`config.mk`:
```
export PLATFORM = sky130hd
export DESIGN_NAME = two_point_voltage_calibration_flat
export DESIGN_NICKNAME = d
export VERILOG_FILES = /design/src/rtl/core/tpvc_pkg.sv /design/src/rtl/core/tpvc_if.sv /design/src/rtl/core/tpvc_seq.sv /design/src/rtl/core/tpvc_dp.sv /design/src/rtl/core/two_point_voltage_calibration.sv /design/src/flat_wrapper.sv
export SDC_FILE = /design/constraint.sdc
export NUM_CORES = 2
export LEC_CHECK = 0
export BUFFER_PORTS_ARGS = -buffer_cell sky130_fd_sc_hd__buf_2
export CAP_MARGIN = 30
export CORE_MARGIN = 3
export CORE_UTILIZATION = 57
export CTS_CLUSTER_SIZE = 30
export DETAILED_ROUTE_END_ITERATION = 10
export MAX_ROUTING_LAYER = met4
export PLACE_DENSITY_LB_ADDON = 0.05
export SLEW_MARGIN = 20
export SYNTH_ARGS = -nofsm -noshare
export SYNTH_HDL_FRONTEND = slang
export SYNTH_SLANG_ARGS = --single-unit
```
`constraint.sdc`:
```
create_clock -name clk_i -period 8.5 [get_ports clk_i]
set_input_delay 0.425 -clock clk_i [delete_from_list [all_inputs] [get_ports clk_i]]
set_output_delay 0.425 -clock clk_i [all_outputs]
set_load 0.03 [all_outputs]
```
`src/rtl/core/tpvc_pkg.sv`:
```
// Package of the two-point voltage calibration block: item and limit types,
// micro-operation codes and the sequencer's control store. No dependencies.
package tpvc_pkg;

  // Register indexes of the configuration port
  localparam int unsigned CFG_IDX_W = 2;
  typedef enum logic [CFG_IDX_W-1:0] {
    REG_GAIN_MAX   = 2'd0,
    REG_GAIN_MIN   = 2'd1,
    REG_OFFSET_MAX = 2'd2,
    REG_OFFSET_MIN = 2'd3
  } tpvc_reg_e;

  localparam logic signed [15:0] GAIN_MAX_RST   = 16'sd8192;
  localparam logic signed [15:0] GAIN_MIN_RST   = 16'sd2048;
  localparam logic signed [15:0] OFFSET_MAX_RST = 16'sd1000;
  localparam logic signed [15:0] OFFSET_MIN_RST = -16'sd1000;

  typedef struct packed {
    logic signed [15:0] gain_max;
    logic signed [15:0] gain_min;
    logic signed [15:0] offset_max;
    logic signed [15:0] offset_min;
  } tpvc_limits_t;

  typedef struct packed {
    logic signed [15:0] reference_volts;
    logic signed [15:0] port_raw;
    logic signed [15:0] module_raw;
    logic signed [15:0] port_gain_in;
    logic signed [15:0] port_offset_in;
    logic signed [15:0] module_gain_in;
    logic signed [15:0] module_offset_in;
  } tpvc_item_t;

  typedef struct packed {
    logic               applied;
    logic signed [15:0] port_gain_out;
    logic signed [15:0] port_offset_out;
    logic signed [15:0] module_gain_out;
    logic signed [15:0] module_offset_out;
  } tpvc_result_t;

  // Micro-operations of the datapath
  typedef enum logic [3:0] {
    OP_NOP,
    OP_LATCH,
    OP_DIV_LOAD,
    OP_DIV_STEP,
    OP_DIV_DONE,
    OP_MUL_RAW,
    OP_ZERO,
    OP_MUL_GAIN,
    OP_GAIN,
    OP_OFFSET,
    OP_EMIT_APPLY,
    OP_EMIT_STORE
  } tpvc_op_e;

  // Step gating: the step waits until its handshake side is ready
  typedef enum logic [1:0] {
    GATE_NONE,
    GATE_IN,
    GATE_OUT
  } tpvc_gate_e;

  // Sequencing of the step counter
  typedef enum logic [1:0] {
    COND_NEXT,
    COND_GOTO,
    COND_NOT_HELD,
    COND_DIV_MORE
  } tpvc_cond_e;

  localparam int unsigned STEP_W = 5;

  localparam logic [STEP_W-1:0] STEP_IDLE     = 5'd0;
  localparam logic [STEP_W-1:0] STEP_DIV_P    = 5'd2;
  localparam logic [STEP_W-1:0] STEP_DIV_M    = 5'd10;
  localparam logic [STEP_W-1:0] STEP_STORE    = 5'd18;

  typedef struct packed {
    tpvc_op_e          op;
    logic              ch;
    tpvc_gate_e        gate;
    tpvc_cond_e        cond;
    logic [STEP_W-1:0] target;
  } tpvc_uword_t;

  // Datapath control for the current step
  typedef struct packed {
    tpvc_op_e op;
    logic     ch;
    logic     fire;
  } tpvc_ctrl_t;

  // Datapath status seen by the sequencer
  typedef struct packed {
    logic held;
    logic div_last;
    logic out_free;
  } tpvc_stat_t;

  function automatic tpvc_uword_t tpvc_uw(input tpvc_op_e op, input logic ch,
                                          input tpvc_gate_e gate,
                                          input tpvc_cond_e cond,
                                          input logic [STEP_W-1:0] target);
    tpvc_uword_t w;
    w.op     = op;
    w.ch     = ch;
    w.gate   = gate;
    w.cond   = cond;
    w.target = target;
    return w;
  endfunction

  // Control store: channel 0 is the port, channel 1 the module
  function automatic tpvc_uword_t tpvc_rom(input logic [STEP_W-1:0] pc);
    tpvc_uword_t w;
    unique case (pc)
      5'd0:  w = tpvc_uw(OP_LATCH,      1'b0, GATE_IN,   COND_NEXT,     STEP_IDLE);
      5'd1:  w = tpvc_uw(OP_DIV_LOAD,   1'b0, GATE_NONE, COND_NOT_HELD, STEP_STORE);
      5'd2:  w = tpvc_uw(OP_DIV_STEP,   1'b0, GATE_NONE, COND_DIV_MORE, STEP_DIV_P);
      5'd3:  w = tpvc_uw(OP_DIV_DONE,   1'b0, GATE_NONE, COND_NEXT,     STEP_IDLE);
      5'd4:  w = tpvc_uw(OP_MUL_RAW,    1'b0, GATE_NONE, COND_NEXT,     STEP_IDLE);
      5'd5:  w = tpvc_uw(OP_ZERO,       1'b0, GATE_NONE, COND_NEXT,     STEP_IDLE);
      5'd6:  w = tpvc_uw(OP_MUL_GAIN,   1'b0, GATE_NONE, COND_NEXT,     STEP_IDLE);
      5'd7:  w = tpvc_uw(OP_GAIN,       1'b0, GATE_NONE, COND_NEXT,     STEP_IDLE);
      5'd8:  w = tpvc_uw(OP_OFFSET,     1'b0, GATE_NONE, COND_NEXT,     STEP_IDLE);
      5'd9:  w = tpvc_uw(OP_DIV_LOAD,   1'b1, GATE_NONE, COND_NEXT,     STEP_IDLE);
      5'd10: w = tpvc_uw(OP_DIV_STEP,   1'b1, GATE_NONE, COND_DIV_MORE, STEP_DIV_M);
      5'd11: w = tpvc_uw(OP_DIV_DONE,   1'b1, GATE_NONE, COND_NEXT,     STEP_IDLE);
      5'd12: w = tpvc_uw(OP_MUL_RAW,    1'b1, GATE_NONE, COND_NEXT,     STEP_IDLE);
      5'd13: w = tpvc_uw(OP_ZERO,       1'b1, GATE_NONE, COND_NEXT,     STEP_IDLE);
      5'd14: w = tpvc_uw(OP_MUL_GAIN,   1'b1, GATE_NONE, COND_NEXT,     STEP_IDLE);
      5'd15: w = tpvc_uw(OP_GAIN,       1'b1, GATE_NONE, COND_NEXT,     STEP_IDLE);
      5'd16: w = tpvc_uw(OP_OFFSET,     1'b1, GATE_NONE, COND_NEXT,     STEP_IDLE);
      5'd17: w = tpvc_uw(OP_EMIT_APPLY, 1'b0, GATE_OUT,  COND_GOTO,     STEP_IDLE);
      5'd18: w = tpvc_uw(OP_EMIT_STORE, 1'b0, GATE_OUT,  COND_GOTO,     STEP_IDLE);
      default: w = tpvc_uw(OP_NOP,      1'b0, GATE_NONE, COND_GOTO,     STEP_IDLE);
    endcase
    return w;
  endfunction

endpackage

```
`src/rtl/core/tpvc_if.sv`:
```
// Item channels of the calibration block: input points and result items.
// Standalone; no package needed.
interface tpvc_in_if;
  logic               valid;
  logic               ready;
  logic signed [15:0] reference_volts;
  logic signed [15:0] port_raw;
  logic signed [15:0] module_raw;
  logic signed [15:0] port_gain_in;
  logic signed [15:0] port_offset_in;
  logic signed [15:0] module_gain_in;
  logic signed [15:0] module_offset_in;

  modport source (
    output valid, reference_volts, port_raw, module_raw, port_gain_in,
           port_offset_in, module_gain_in, module_offset_in,
    input  ready
  );
  modport sink (
    input  valid, reference_volts, port_raw, module_raw, port_gain_in,
           port_offset_in, module_gain_in, module_offset_in,
    output ready
  );
endinterface

interface tpvc_out_if;
  logic               valid;
  logic               ready;
  logic               applied;
  logic signed [15:0] port_gain_out;
  logic signed [15:0] port_offset_out;
  logic signed [15:0] module_gain_out;
  logic signed [15:0] module_offset_out;

  modport source (
    output valid, applied, port_gain_out, port_offset_out, module_gain_out,
           module_offset_out,
    input  ready
  );
  modport sink (
    input  valid, applied, port_gain_out, port_offset_out, module_gain_out,
           module_offset_out,
    output ready
  );
endinterface

```
`src/rtl/core/tpvc_seq.sv`:
```
// Microcoded sequencer: step counter over the control store in tpvc_pkg,
// with handshake gating and conditional jumps. Depends on tpvc_pkg.
module tpvc_seq import tpvc_pkg::*; (
  input  logic       clk_i,
  input  logic       rst_ni,
  input  logic       in_valid_i,
  input  tpvc_stat_t stat_i,
  output logic       in_ready_o,
  output tpvc_ctrl_t ctrl_o
);

  logic [STEP_W-1:0] pc_q, pc_d;
  tpvc_uword_t       uw;
  logic              gate_ok;

  assign uw = tpvc_rom(pc_q);

  // Hold the step until its handshake side can move
  always_comb begin
    unique case (uw.gate)
      GATE_NONE: gate_ok = 1'b1;
      GATE_IN:   gate_ok = in_valid_i;
      GATE_OUT:  gate_ok = stat_i.out_free;
      default:   gate_ok = 1'b0;
    endcase
  end

  assign in_ready_o = (uw.gate == GATE_IN);

  // Advance or jump
  always_comb begin
    pc_d = pc_q;
    if (gate_ok) begin
      unique case (uw.cond)
        COND_NEXT:     pc_d = pc_q + 1'b1;
        COND_GOTO:     pc_d = uw.target;
        COND_NOT_HELD: pc_d = stat_i.held ? pc_q + 1'b1 : uw.target;
        COND_DIV_MORE: pc_d = stat_i.div_last ? pc_q + 1'b1 : uw.target;
        default:       pc_d = STEP_IDLE;
      endcase
    end
  end

  always_ff @(posedge clk_i or negedge rst_ni) begin
    if (!rst_ni) begin
      pc_q <= STEP_IDLE;
    end else begin
      pc_q <= pc_d;
    end
  end

  assign ctrl_o.op   = uw.op;
  assign ctrl_o.ch   = uw.ch;
  assign ctrl_o.fire = gate_ok;

endmodule

```
`src/rtl/core/tpvc_dp.sv`:
```
// Datapath of the calibration block: held point, serial restoring divider,
// shared multiplier, clamps and the output register. Depends on tpvc_pkg.
module tpvc_dp import tpvc_pkg::*; #(
  parameter int unsigned SLOPE_FRAC_BITS = 12
) (
  input  logic         clk_i,
  input  logic         rst_ni,
  input  tpvc_ctrl_t   ctrl_i,
  input  tpvc_item_t   item_i,
  input  tpvc_limits_t limits_i,
  input  logic         out_ready_i,
  output tpvc_stat_t   stat_o,
  output logic         out_valid_o,
  output tpvc_result_t res_o
);

  // Quotient bits; the slope is kept modulo 2^KW, enough for bits 16+F-1..F
  localparam int unsigned NQ = 16 + SLOPE_FRAC_BITS;
  localparam int unsigned KW = NQ;
  localparam int unsigned CW = $clog2(NQ + 1);

  function automatic logic signed [15:0] clamp16(input logic signed [15:0] x,
                                                 input logic signed [15:0] hi,
                                                 input logic signed [15:0] lo);
    if (x > hi) return hi;
    if (x < lo) return lo;
    return x;
  endfunction

  tpvc_item_t         item_q;
  logic               held_q;
  logic signed [15:0] first_ref_q, first_praw_q, first_mraw_q;
  logic [15:0]        rem_q, dsr_q;
  logic [NQ-1:0]      dvd_q;
  logic               neg_q;
  logic [CW-1:0]      cnt_q;
  logic [KW-1:0]      k_q, prod_q;
  logic signed [15:0] zero_q;
  logic signed [15:0] pg_q, po_q, mg_q, mo_q;
  tpvc_result_t       out_q;
  logic               out_valid_q;

  logic signed [15:0] sel_raw, sel_first, sel_gain, sel_off, opnd, hi16, off_sum;
  logic signed [16:0] dy, dx;
  logic [16:0]        dy_neg, dx_neg;
  logic [15:0]        dy_mag, dx_mag;
  logic [16:0]        r2;
  logic               r_ge;
  logic [16:0]        r_diff;
  logic [KW-1:0]      mul_b, prod_d;
  logic               fire_emit;

  // Channel selection
  assign sel_raw   = ctrl_i.ch ? item_q.module_raw       : item_q.port_raw;
  assign sel_first = ctrl_i.ch ? first_mraw_q            : first_praw_q;
  assign sel_gain  = ctrl_i.ch ? item_q.module_gain_in   : item_q.port_gain_in;
  assign sel_off   = ctrl_i.ch ? item_q.module_offset_in : item_q.port_offset_in;

  // Differences and their magnitudes; a zero raw difference divides by one
  assign dy     = {item_q.reference_volts[15], item_q.reference_volts}
                - {first_ref_q[15], first_ref_q};
  assign dx     = {sel_raw[15], sel_raw} - {sel_first[15], sel_first};
  assign dy_neg = 17'd0 - dy;
  assign dx_neg = 17'd0 - dx;
  assign dy_mag = dy[16] ? dy_neg[15:0] : dy[15:0];
  assign dx_mag = (dx == 17'sd0) ? 16'd1 : (dx[16] ? dx_neg[15:0] : dx[15:0]);

  // One restoring division step
  assign r2     = {rem_q, dvd_q[NQ-1]};
  assign r_ge   = (r2 >= {1'b0, dsr_q});
  assign r_diff = r2 - {1'b0, dsr_q};

  // Shared multiplier, low KW bits of the product
  assign opnd   = (ctrl_i.op == OP_MUL_RAW) ? sel_first : sel_gain;
  assign mul_b  = {{(KW-16){opnd[15]}}, opnd};
  assign prod_d = k_q * mul_b;
  assign hi16   = prod_q[KW-1:SLOPE_FRAC_BITS];

  assign off_sum = zero_q + sel_off;

  assign fire_emit = ctrl_i.fire
                   && ((ctrl_i.op == OP_EMIT_APPLY) || (ctrl_i.op == OP_EMIT_STORE));

  // Control state
  always_ff @(posedge clk_i or negedge rst_ni) begin
    if (!rst_ni) begin
      held_q      <= 1'b0;
      out_valid_q <= 1'b0;
      cnt_q       <= '0;
    end else begin
      if (fire_emit) begin
        out_valid_q <= 1'b1;
      end else if (out_ready_i) begin
        out_valid_q <= 1'b0;
      end
      if (ctrl_i.fire) begin
        unique case (ctrl_i.op)
          OP_DIV_LOAD:   cnt_q  <= CW'(NQ);
          OP_DIV_STEP:   cnt_q  <= cnt_q - 1'b1;
          OP_EMIT_APPLY: held_q <= 1'b0;
          OP_EMIT_STORE: held_q <= 1'b1;
          default: ;
        endcase
      end
    end
  end

  // Payload registers
  always_ff @(posedge clk_i) begin
    if (ctrl_i.fire) begin
      unique case (ctrl_i.op) inside
        OP_LATCH: item_q <= item_i;
        OP_DIV_LOAD: begin
          rem_q <= '0;
          dsr_q <= dx_mag;
          dvd_q <= {dy_mag, {SLOPE_FRAC_BITS{1'b0}}};
          neg_q <= dy[16] ^ dx[16];
        end
        OP_DIV_STEP: begin
          rem_q <= r_ge ? r_diff[15:0] : r2[15:0];
          dvd_q <= {dvd_q[NQ-2:0], r_ge};
        end
        OP_DIV_DONE: k_q <= neg_q ? (KW'(0) - dvd_q) : dvd_q;
        OP_MUL_RAW, OP_MUL_GAIN: prod_q <= prod_d;
        OP_ZERO: zero_q <= first_ref_q - hi16;
        OP_GAIN: begin
          if (ctrl_i.ch) begin
            mg_q <= clamp16(hi16, limits_i.gain_max, limits_i.gain_min);
          end else begin
            pg_q <= clamp16(hi16, limits_i.gain_max, limits_i.gain_min);
          end
        end
        OP_OFFSET: begin
          if (ctrl_i.ch) begin
            mo_q <= clamp16(off_sum, limits_i.offset_max, limits_i.offset_min);
          end else begin
            po_q <= clamp16(off_sum, limits_i.offset_max, limits_i.offset_min);
          end
        end
        OP_EMIT_APPLY: begin
          out_q.applied           <= 1'b1;
          out_q.port_gain_out     <= pg_q;
          out_q.port_offset_out   <= po_q;
          out_q.module_gain_out   <= mg_q;
          out_q.module_offset_out <= mo_q;
        end
        OP_EMIT_STORE: begin
          first_ref_q             <= item_q.reference_volts;
          first_praw_q            <= item_q.port_raw;
          first_mraw_q            <= item_q.module_raw;
          out_q.applied           <= 1'b0;
          out_q.port_gain_out     <= item_q.port_gain_in;
          out_q.port_offset_out   <= item_q.port_offset_in;
          out_q.module_gain_out   <= item_q.module_gain_in;
          out_q.module_offset_out <= item_q.module_offset_in;
        end
        default: ;
      endcase
    end
  end

  assign stat_o.held     = held_q;
  assign stat_o.div_last = (cnt_q == CW'(1));
  assign stat_o.out_free = !out_valid_q || out_ready_i;
  assign out_valid_o     = out_valid_q;
  assign res_o           = out_q;

endmodule

```
`src/rtl/core/two_point_voltage_calibration.sv`:
```
// Two-point voltage calibration for the port and module channels.
//
// Channels: in_ch takes one calibration point per item (reference, two raw
// readings, present gain and offset of each channel); out_ch gives one
// result item per input item. Both move an item when valid and ready are
// high at a rising clock edge.
// The first item of a pair is held as the first point and comes back with
// applied low and its coefficients unchanged. The second item yields new
// Q12 gains and offsets with applied high; the serial divider produces one
// quotient bit per cycle for each channel's slope. A new item can be taken
// in the cycle after the previous result is loaded into the output register.
// A stalled receiver holds the result in the output register; one further
// item is taken and worked on, then waits at its last step.
// Reset clears the held point, the sequencer and the output valid, and loads
// the limit registers with their defaults. Limits are written through
// cfg_we_i / cfg_idx_i / cfg_data_i; the user must write them only while no
// item is in progress, which the block itself does not enforce.
module two_point_voltage_calibration import tpvc_pkg::*; #(
  parameter int unsigned SLOPE_FRAC_BITS = 12
) (
  input  logic                 clk_i,
  input  logic                 rst_ni,
  tpvc_in_if.sink              in_ch,
  tpvc_out_if.source           out_ch,
  input  logic                 cfg_we_i,
  input  logic [CFG_IDX_W-1:0] cfg_idx_i,
  input  logic [15:0]          cfg_data_i
);

  tpvc_limits_t limits_q;
  tpvc_item_t   item;
  tpvc_result_t res;
  tpvc_ctrl_t   ctrl;
  tpvc_stat_t   stat;
  logic         out_valid;

  // Limit registers
  always_ff @(posedge clk_i or negedge rst_ni) begin
    if (!rst_ni) begin
      limits_q.gain_max   <= GAIN_MAX_RST;
      limits_q.gain_min   <= GAIN_MIN_RST;
      limits_q.offset_max <= OFFSET_MAX_RST;
      limits_q.offset_min <= OFFSET_MIN_RST;
    end else if (cfg_we_i) begin
      unique case (cfg_idx_i)
        REG_GAIN_MAX:   limits_q.gain_max   <= cfg_data_i;
        REG_GAIN_MIN:   limits_q.gain_min   <= cfg_data_i;
        REG_OFFSET_MAX: limits_q.offset_max <= cfg_data_i;
        REG_OFFSET_MIN: limits_q.offset_min <= cfg_data_i;
        default: ;
      endcase
    end
  end

  // Gather the input item
  assign item.reference_volts  = in_ch.reference_volts;
  assign item.port_raw         = in_ch.port_raw;
  assign item.module_raw       = in_ch.module_raw;
  assign item.port_gain_in     = in_ch.port_gain_in;
  assign item.port_offset_in   = in_ch.port_offset_in;
  assign item.module_gain_in   = in_ch.module_gain_in;
  assign item.module_offset_in = in_ch.module_offset_in;

  tpvc_seq u_seq (
    .clk_i      (clk_i),
    .rst_ni     (rst_ni),
    .in_valid_i (in_ch.valid),
    .stat_i     (stat),
    .in_ready_o (in_ch.ready),
    .ctrl_o     (ctrl)
  );

  tpvc_dp #(
    .SLOPE_FRAC_BITS (SLOPE_FRAC_BITS)
  ) u_dp (
    .clk_i       (clk_i),
    .rst_ni      (rst_ni),
    .ctrl_i      (ctrl),
    .item_i      (item),
    .limits_i    (limits_q),
    .out_ready_i (out_ch.ready),
    .stat_o      (stat),
    .out_valid_o (out_valid),
    .res_o       (res)
  );

  // Drive the result channel
  assign out_ch.valid             = out_valid;
  assign out_ch.applied           = res.applied;
  assign out_ch.port_gain_out     = res.port_gain_out;
  assign out_ch.port_offset_out   = res.port_offset_out;
  assign out_ch.module_gain_out   = res.module_gain_out;
  assign out_ch.module_offset_out = res.module_offset_out;

endmodule

```
`src/flat_wrapper.sv`:
```
// flat-port wrapper written by rule: the top's interface ports become plain ports
module two_point_voltage_calibration_flat import tpvc_pkg::*;
#(
  parameter int unsigned SLOPE_FRAC_BITS = 12
)
  (clk_i, rst_ni, cfg_we_i, cfg_idx_i, cfg_data_i, in_ch_valid, in_ch_reference_volts, in_ch_port_raw, in_ch_module_raw, in_ch_port_gain_in, in_ch_port_offset_in, in_ch_module_gain_in, in_ch_module_offset_in, in_ch_ready, out_ch_valid, out_ch_applied, out_ch_port_gain_out, out_ch_port_offset_out, out_ch_module_gain_out, out_ch_module_offset_out, out_ch_ready);
  tpvc_in_if in_ch_i ();
  tpvc_out_if out_ch_i ();
  input  logic clk_i;
  input  logic rst_ni;
  input  logic cfg_we_i;
  input  logic [CFG_IDX_W-1:0] cfg_idx_i;
  input  logic [15:0] cfg_data_i;
  input wire logic [$bits(in_ch_i.valid)-1:0] in_ch_valid;
  input wire logic [$bits(in_ch_i.reference_volts)-1:0] in_ch_reference_volts;
  input wire logic [$bits(in_ch_i.port_raw)-1:0] in_ch_port_raw;
  input wire logic [$bits(in_ch_i.module_raw)-1:0] in_ch_module_raw;
  input wire logic [$bits(in_ch_i.port_gain_in)-1:0] in_ch_port_gain_in;
  input wire logic [$bits(in_ch_i.port_offset_in)-1:0] in_ch_port_offset_in;
  input wire logic [$bits(in_ch_i.module_gain_in)-1:0] in_ch_module_gain_in;
  input wire logic [$bits(in_ch_i.module_offset_in)-1:0] in_ch_module_offset_in;
  output wire logic [$bits(in_ch_i.ready)-1:0] in_ch_ready;
  output wire logic [$bits(out_ch_i.valid)-1:0] out_ch_valid;
  output wire logic [$bits(out_ch_i.applied)-1:0] out_ch_applied;
  output wire logic [$bits(out_ch_i.port_gain_out)-1:0] out_ch_port_gain_out;
  output wire logic [$bits(out_ch_i.port_offset_out)-1:0] out_ch_port_offset_out;
  output wire logic [$bits(out_ch_i.module_gain_out)-1:0] out_ch_module_gain_out;
  output wire logic [$bits(out_ch_i.module_offset_out)-1:0] out_ch_module_offset_out;
  input wire logic [$bits(out_ch_i.ready)-1:0] out_ch_ready;
  assign in_ch_i.valid = in_ch_valid;
  assign in_ch_i.reference_volts = in_ch_reference_volts;
  assign in_ch_i.port_raw = in_ch_port_raw;
  assign in_ch_i.module_raw = in_ch_module_raw;
  assign in_ch_i.port_gain_in = in_ch_port_gain_in;
  assign in_ch_i.port_offset_in = in_ch_port_offset_in;
  assign in_ch_i.module_gain_in = in_ch_module_gain_in;
  assign in_ch_i.module_offset_in = in_ch_module_offset_in;
  assign in_ch_ready = in_ch_i.ready;
  assign out_ch_valid = out_ch_i.valid;
  assign out_ch_applied = out_ch_i.applied;
  assign out_ch_port_gain_out = out_ch_i.port_gain_out;
  assign out_ch_port_offset_out = out_ch_i.port_offset_out;
  assign out_ch_module_gain_out = out_ch_i.module_gain_out;
  assign out_ch_module_offset_out = out_ch_i.module_offset_out;
  assign out_ch_i.ready = out_ch_ready;
  two_point_voltage_calibration #(.SLOPE_FRAC_BITS(SLOPE_FRAC_BITS)) u_core (.clk_i(clk_i), .rst_ni(rst_ni), .in_ch(in_ch_i), .out_ch(out_ch_i), .cfg_we_i(cfg_we_i), .cfg_idx_i(cfg_idx_i), .cfg_data_i(cfg_data_i));
endmodule
```
Word-level counts from Yosys, hierarchy flattened
Memory sizes are Yosys's and may differ from the RTL's.
Cells that the tools add are included.
{"block": "classes", "add_sub_neg": 10, "multipliers": 1, "magnitude_cmp": 5, "eq_ne": 20, "mux": 64, "bitwise_logic": 2, "reduce_logical": 28}
{"cell": "16-bit two-way mux", "count": 20}
{"cell": "65-bit case mux with 2 select lines", "count": 1}
{"cell": "28-bit case mux with 2 select lines", "count": 1}
{"cell": "1-bit two-way mux", "count": 34}
{"cell": "16-bit by 16-bit subtractor with 17-bit output", "count": 2}
{"cell": "16-bit > comparator", "count": 2}
{"cell": "16-bit less-than comparator", "count": 2}
{"cell": "16-bit case mux with 2 select lines", "count": 1}
{"cell": "1-bit by 16-bit subtractor with 16-bit output (first input constant)", "count": 2}
{"cell": "16-bit subtractor", "count": 2}
{"cell": "28-bit by 16-bit multiplier with 28-bit output", "count": 1}
{"cell": "28-bit two-way mux", "count": 1}
{"cell": "1-bit by 28-bit subtractor with 28-bit output (first input constant)", "count": 1}
{"cell": "2-bit AND reduction", "count": 12}
{"cell": "5-bit case mux with 4 select lines", "count": 1}
{"cell": "17-bit by 16-bit >= comparator with 1-bit output", "count": 1}
{"cell": "17-bit zero test", "count": 1}
{"cell": "16-bit adder", "count": 1}
{"cell": "4-bit by 3-bit equality test with 1-bit output (second input constant)", "count": 4}
{"cell": "4-bit equality test (second input constant)", "count": 4}
{"cell": "3-bit AND reduction", "count": 4}
{"cell": "2-bit equality test (second input constant)", "count": 5}
{"cell": "5-bit two-way mux", "count": 2}
{"cell": "5-bit case mux with 2 select lines", "count": 1}
{"cell": "16 further kinds", "count": 24}
{"block": "totals", "ff_bits": 498, "romBits": 384, "in_bits": 135, "elab_cells": 165, "n_memories": 1}
{"name": "(name not given)", "words": 32, "word_bits": 12, "rd": 1, "rd_ports_with_merged_regs": 0, "write_ports": 0, "line": "tpvc_pkg.sv:120", "rtl": "unique case (pc)"}

Depth between registers and ports, before layout
An unclocked memory read counts as a cell.
{"block": "depth", "depth_word": 14, "depth_mapped": 34, "mapped_depth_nobuf": 31}

Modules after synthesis
From an unflattened synthesis, not the netlist that was laid out.
{"block": "unflattened", "cells_unflattened": 3070, "hier_area_um2": 34643.2}
{"mod": "tpvc_dp", "n_inst": 1, "cells_each": 2861, "area_each_um2": 31625.3, "seq_area_each_um2": 12487.0}
{"mod": "two_point_voltage_calibration", "n_inst": 1, "cells_each": 136, "area_each_um2": 2431.1, "seq_area_each_um2": 1621.6}
{"mod": "tpvc_seq", "n_inst": 1, "cells_each": 73, "area_each_um2": 586.8, "seq_area_each_um2": 125.1}

Worst setup path before layout
Ideal clock, no wire load.
{"block": "synth_path", "path_kind": "register to register", "startpoint": "reg u_core.u_seq.pc_q[0]", "endpoint": "reg u_core.u_dp.prod_q[24] (data pin)", "arrival_ps": 7731, "t_required_ps": 8238, "slack_ps": 507, "path_stages_with_launch": 31, "path_buffers": 4, "period_less_slack_ps": 7993, "cell_sequence": "dfrtp_1 -> inv_1 -> ha_1 -> nand2b_1 -> a32oi_4 -> buf_6 -> buf_4 -> buf_2 -> mux2i_1 -> a21oi_1 -> clkbuf_1 -> nand2_1 -> fa_1 -> fa_1 -> fa_1 -> fa_1 -> inv_1 -> fa_1 -> fa_1 -> ha_1 -> nand3_1 -> or2_2 -> nor3_1 -> and2_1 -> and4_1 -> o211ai_1 -> a21boi_1 -> o21ai_1 -> o311a_1 -> o21bai_1 -> xor2_1"}
{"block": "synth_between", "elab_chain_len": 4}
{"item": "from (decl)", "line": "tpvc_seq.sv:12", "rtl": "logic [STEP_W-1:0] pc_q, pc_d;"}
{"item": "from (signal assigned)", "line": "tpvc_seq.sv:48", "rtl": "pc_q <= pc_d;"}
{"item": "memory read 32 x 12 bit *"}
{"item": "4-bit by 3-bit equality test with 1-bit output (tied with other cells)", "line": "tpvc_dp.sv:74", "rtl": "assign opnd = (ctrl_i.op == OP_MUL_RAW) ? sel_first : sel_gain;"}
{"item": "16-bit two-way mux *", "line": "tpvc_dp.sv:74"}
{"item": "28-bit by 16-bit multiplier with 28-bit output *", "line": "tpvc_dp.sv:76", "rtl": "assign prod_d = k_q * mul_b;"}
{"item": "via u_core.u_dp.prod_d[24]", "line": "tpvc_dp.sv:50", "rtl": "logic [KW-1:0] mul_b, prod_d;"}
{"item": "to (signal assigned)", "line": "tpvc_dp.sv:124", "rtl": "OP_MUL_RAW, OP_MUL_GAIN: prod_q <= prod_d;"}
{"item": "to (decl)", "line": "tpvc_dp.sv:37", "rtl": "logic [KW-1:0] k_q, prod_q;"}
Mark *: on every way through the listed nets, which the timed path passes. The rest lies on a longest branch.
A chain may end at the register's enable or synchronous reset.

Final worst setup path
Ends and elaborated chain as after synthesis.

==> impl_metrics.ini <==
[worst_setup_path]
critPathMaxStageDelay_ns = 0.55
critPathRequiredTime_ns = 8.84
r2r-start = u_core.u_seq.pc_q[0]$_DFFE_PN0P_
worstReg2RegEnd = u_core.u_dp.prod_q[24]$_DFFE_PP_
startpoint_type = register
crit_fanout = 25
worstPathArrival_ns = 8.42
r2r_cells = 30
cp_slowest_cell = fa_1
crit_top_cell = fa_1
crit_type = register to register
r2r_slack_ns = 0.43
endpoint_kind = register

[logic_synthesis]
synthFlopType = edfxtp_1
synth_cells = 3094
synthesis.area_um2 = 34600
ys.warnings.count = 0
ys_ff_latch = 486
avgSynthCellArea_um2 = 11.2
synth_edf_count = 410
synth.yosys.seq_area_share = 0.411
ys_types = 90
synth_async_sr_flop_share = 0.156
synth.net_count = 3713

[drt]
routedWlPerCell_um = 21.7
drc = 0
ant_nets = 0
via_per_inst = 5.61
drtPass1Iterations = 6
via_count = 23800
wl_um = 92000
dr.first_iter.drc_count = 1744

[floorplan]
start_util = 0.581
die_y_um = 252
placementRows = 89
die_w_um = 252
ios = 202
core_area_um2 = 59600
die-area_um2 = 63700

[cells_and_area]
final_cell_mix = inv_1 (506), edfxtp_1 (410), nand2_1 (287), fa_1 (252), ha_1 (230)
fin_util = 0.666
area_growth_pct = 14.7
final_common_cell = inv_1
stdcell_count = 4246
final_nets = 4048
n_antenna_cell = 0
layout-drive-gt1-share = 0.163

[clocking]
numCtsBuffers = 53
h-tree-depth = 2
cts.path.max_buffers = 3
cts.sinks = 486
insertion_delay_ns = 0.62
cts-root-buf = clkbuf_16
clkTransAtPathRegs_ns = 0.06
cts_tree = yes

[sta]
worstMarginPinSlew_ns = 1.00
setup_viol = 0
fin_tns_setup_ns = 0
fmax_mhz = 124
timing.final.crit_share = 0.950
finalCriticalPeriod_ns = 8.07
clock_skew_ns = 0.0301
rsz0062_at_grt = no
hold_viol_final = 0
worst_slack_ns = 0.428
drv_slew = 0
maxSlewHeadroom = 0.332

[place]
place.gp.congestion = 0.945
dp.cells = 4029
numPortBuffers = 201
pre_cts_slack_ns = 0.0468
dp_hpwl_um = 69200

[flow_run]
cap_viol_max_count = 0

[hold_path]
hold_depth = 3
hp-class = primary input to register
worst_hold_startpoint = in_ch_valid
min_to = u_core.u_seq.pc_q[4]$_DFFE_PN0P_

[global_route]
grt_pass1_wl_um = 141000
met1_usage = 0.420
top_usage_layer = met2
met2_usage = 0.474
grtUsageMet3 = 0.0393
grt_pass1_vias = 24400
overflow = 0
grtUsageTotal = 0.300
antenna_found_initial = 0
grt_max_degree = 66

[outcome]
status = completed
[Yosys cell counts, types with 8 or more instances]
cell      count  area [um2]
dfrtp_1      60        1500
o31ai_1      13        97.6
or3_1        13        81.3
and2_1      140         876
mux2i_1     120        1200
inv_1       507        1900
or2_2        11        68.8
clkbuf_1     74         278
ha_1        232        2900
xor2_1       31         272
buf_1         8        30.0
mux2_2      149        1680
fa_1        252        5040
o21ai_0      72         360
nor3_1       41         205
o21a_1       23         173
nand4_1      13        81.3
nand2b_1     23         144
nor2_1      151         567
nand3_1      31         155
nor2b_1      33         206
dfstp_2      16         420
a21oi_1      73         365
xnor2_1     115        1010
a31oi_1      13        81.3
a211oi_1     11        82.6
edfxtp_1    410       12300
a21o_1       27         203
nand2_1     287        1080
a21boi_0     12        90.1
[sequential cells by signal, summed over array words and instances (netlist names), 28 cells and up]
register            count
u_core.limits_q        64
u_core.u_dp.res_o      65
u_core.u_dp.item_q    112
u_core.u_dp.dvd_q      28
u_core.u_dp.k_q        28
[metal layers]
| metal | up-vias | wire [um] |
|---|---|---|
| met5 | - | 0 |
| met4 | 0 | 1870 |
| met3 | 99 | 5200 |
| met2 | 719 | 43300 |
| met1 | 12000 | 41600 |
| li1 | 11000 | - |
[worst max path at each step]
stage | startpoint | endpoint | slack [ns] | cells after the start
after floorplan | u_core.u_seq.pc_q[0]$_DFFE_PN0P_ | u_core.u_dp.prod_q[24]$_DFFE_PP_ | 0.51 | 30
after detailed placement | u_core.u_seq.pc_q[0]$_DFFE_PN0P_ | u_core.u_dp.prod_q[24]$_DFFE_PP_ | 0.05 | 27
after global routing | u_core.u_seq.pc_q[0]$_DFFE_PN0P_ | u_core.u_dp.prod_q[24]$_DFFE_PP_ | 0.01 | 30
after CTS | u_core.u_seq.pc_q[0]$_DFFE_PN0P_ | u_core.u_dp.prod_q[24]$_DFFE_PP_ | 0.04 | 27
after global placement | u_core.u_seq.pc_q[0]$_DFFE_PN0P_ | u_core.u_dp.prod_q[24]$_DFFE_PP_ | 0.25 | 28
final | u_core.u_seq.pc_q[0]$_DFFE_PN0P_ | u_core.u_dp.prod_q[24]$_DFFE_PP_ | 0.43 | 30
[through the flow]
stage | cell area [um2] | hold slack [ns]
after floorplan | 34600 | 0.129
after global placement | 36700 | 0.317
after detailed placement | 36700 | 0.320
after CTS | 39600 | 0.0170
after global routing | 39700 | 0.0416
final | 39700 | 0.0526
[what timing repair did]
item / CTS / global route
endpoints found under the setup margin: 0 / 11
endpoints found under the hold margin: 124 / 0
hold buffers: 113 / 0
buffers inserted: 0 / 4
resized for setup: 0 / 10
[kinds of logic (layout without fill, tap and decap cells)]
| group | count (synthesis) | in the layout | share of synthesized area |
|---|---|---|---|
| muxes | 270 | 270 | 0.0836 |
| AOI/OAI and AO/OA | 326 | 326 | 0.0636 |
| buffers and inverters | 600 | 979 | 0.0662 |
| adders and majority gates | 484 | 484 | 0.230 |
| DFF | 486 | 486 | 0.411 |
| and+or+nand+nor | 781 | 781 | 0.109 |
| xor gates and xnor gates | 147 | 147 | 0.0374 |
[final cells by class]
| type | instances | area, um2 |
|---|---|---|
| clock buffers | 68 | 1460 |
| multi-input cells | 2008 | 18200 |
| well taps | 773 | 967 |
| repair buffers | 373 | 2640 |
| flip-flops and latches | 486 | 14200 |
| clock inverters | 31 | 288 |
| inverters | 507 | 1900 |
| fillers | 4460 | 19900 |
[critical path, delay by kind of cell (launching register included)]
kind            cells  cell delay [ns]
fa+ha+maj           8             3.47
simple gates        7             1.39
compound gates      6             1.18
buf+inv             6             0.90
flops               1             0.45
mux                 2             0.32
xor+xnor            1             0.08
Power is not shown: default switching activity piles up to over one toggle a cycle in this logic, so the estimate is an artifact.
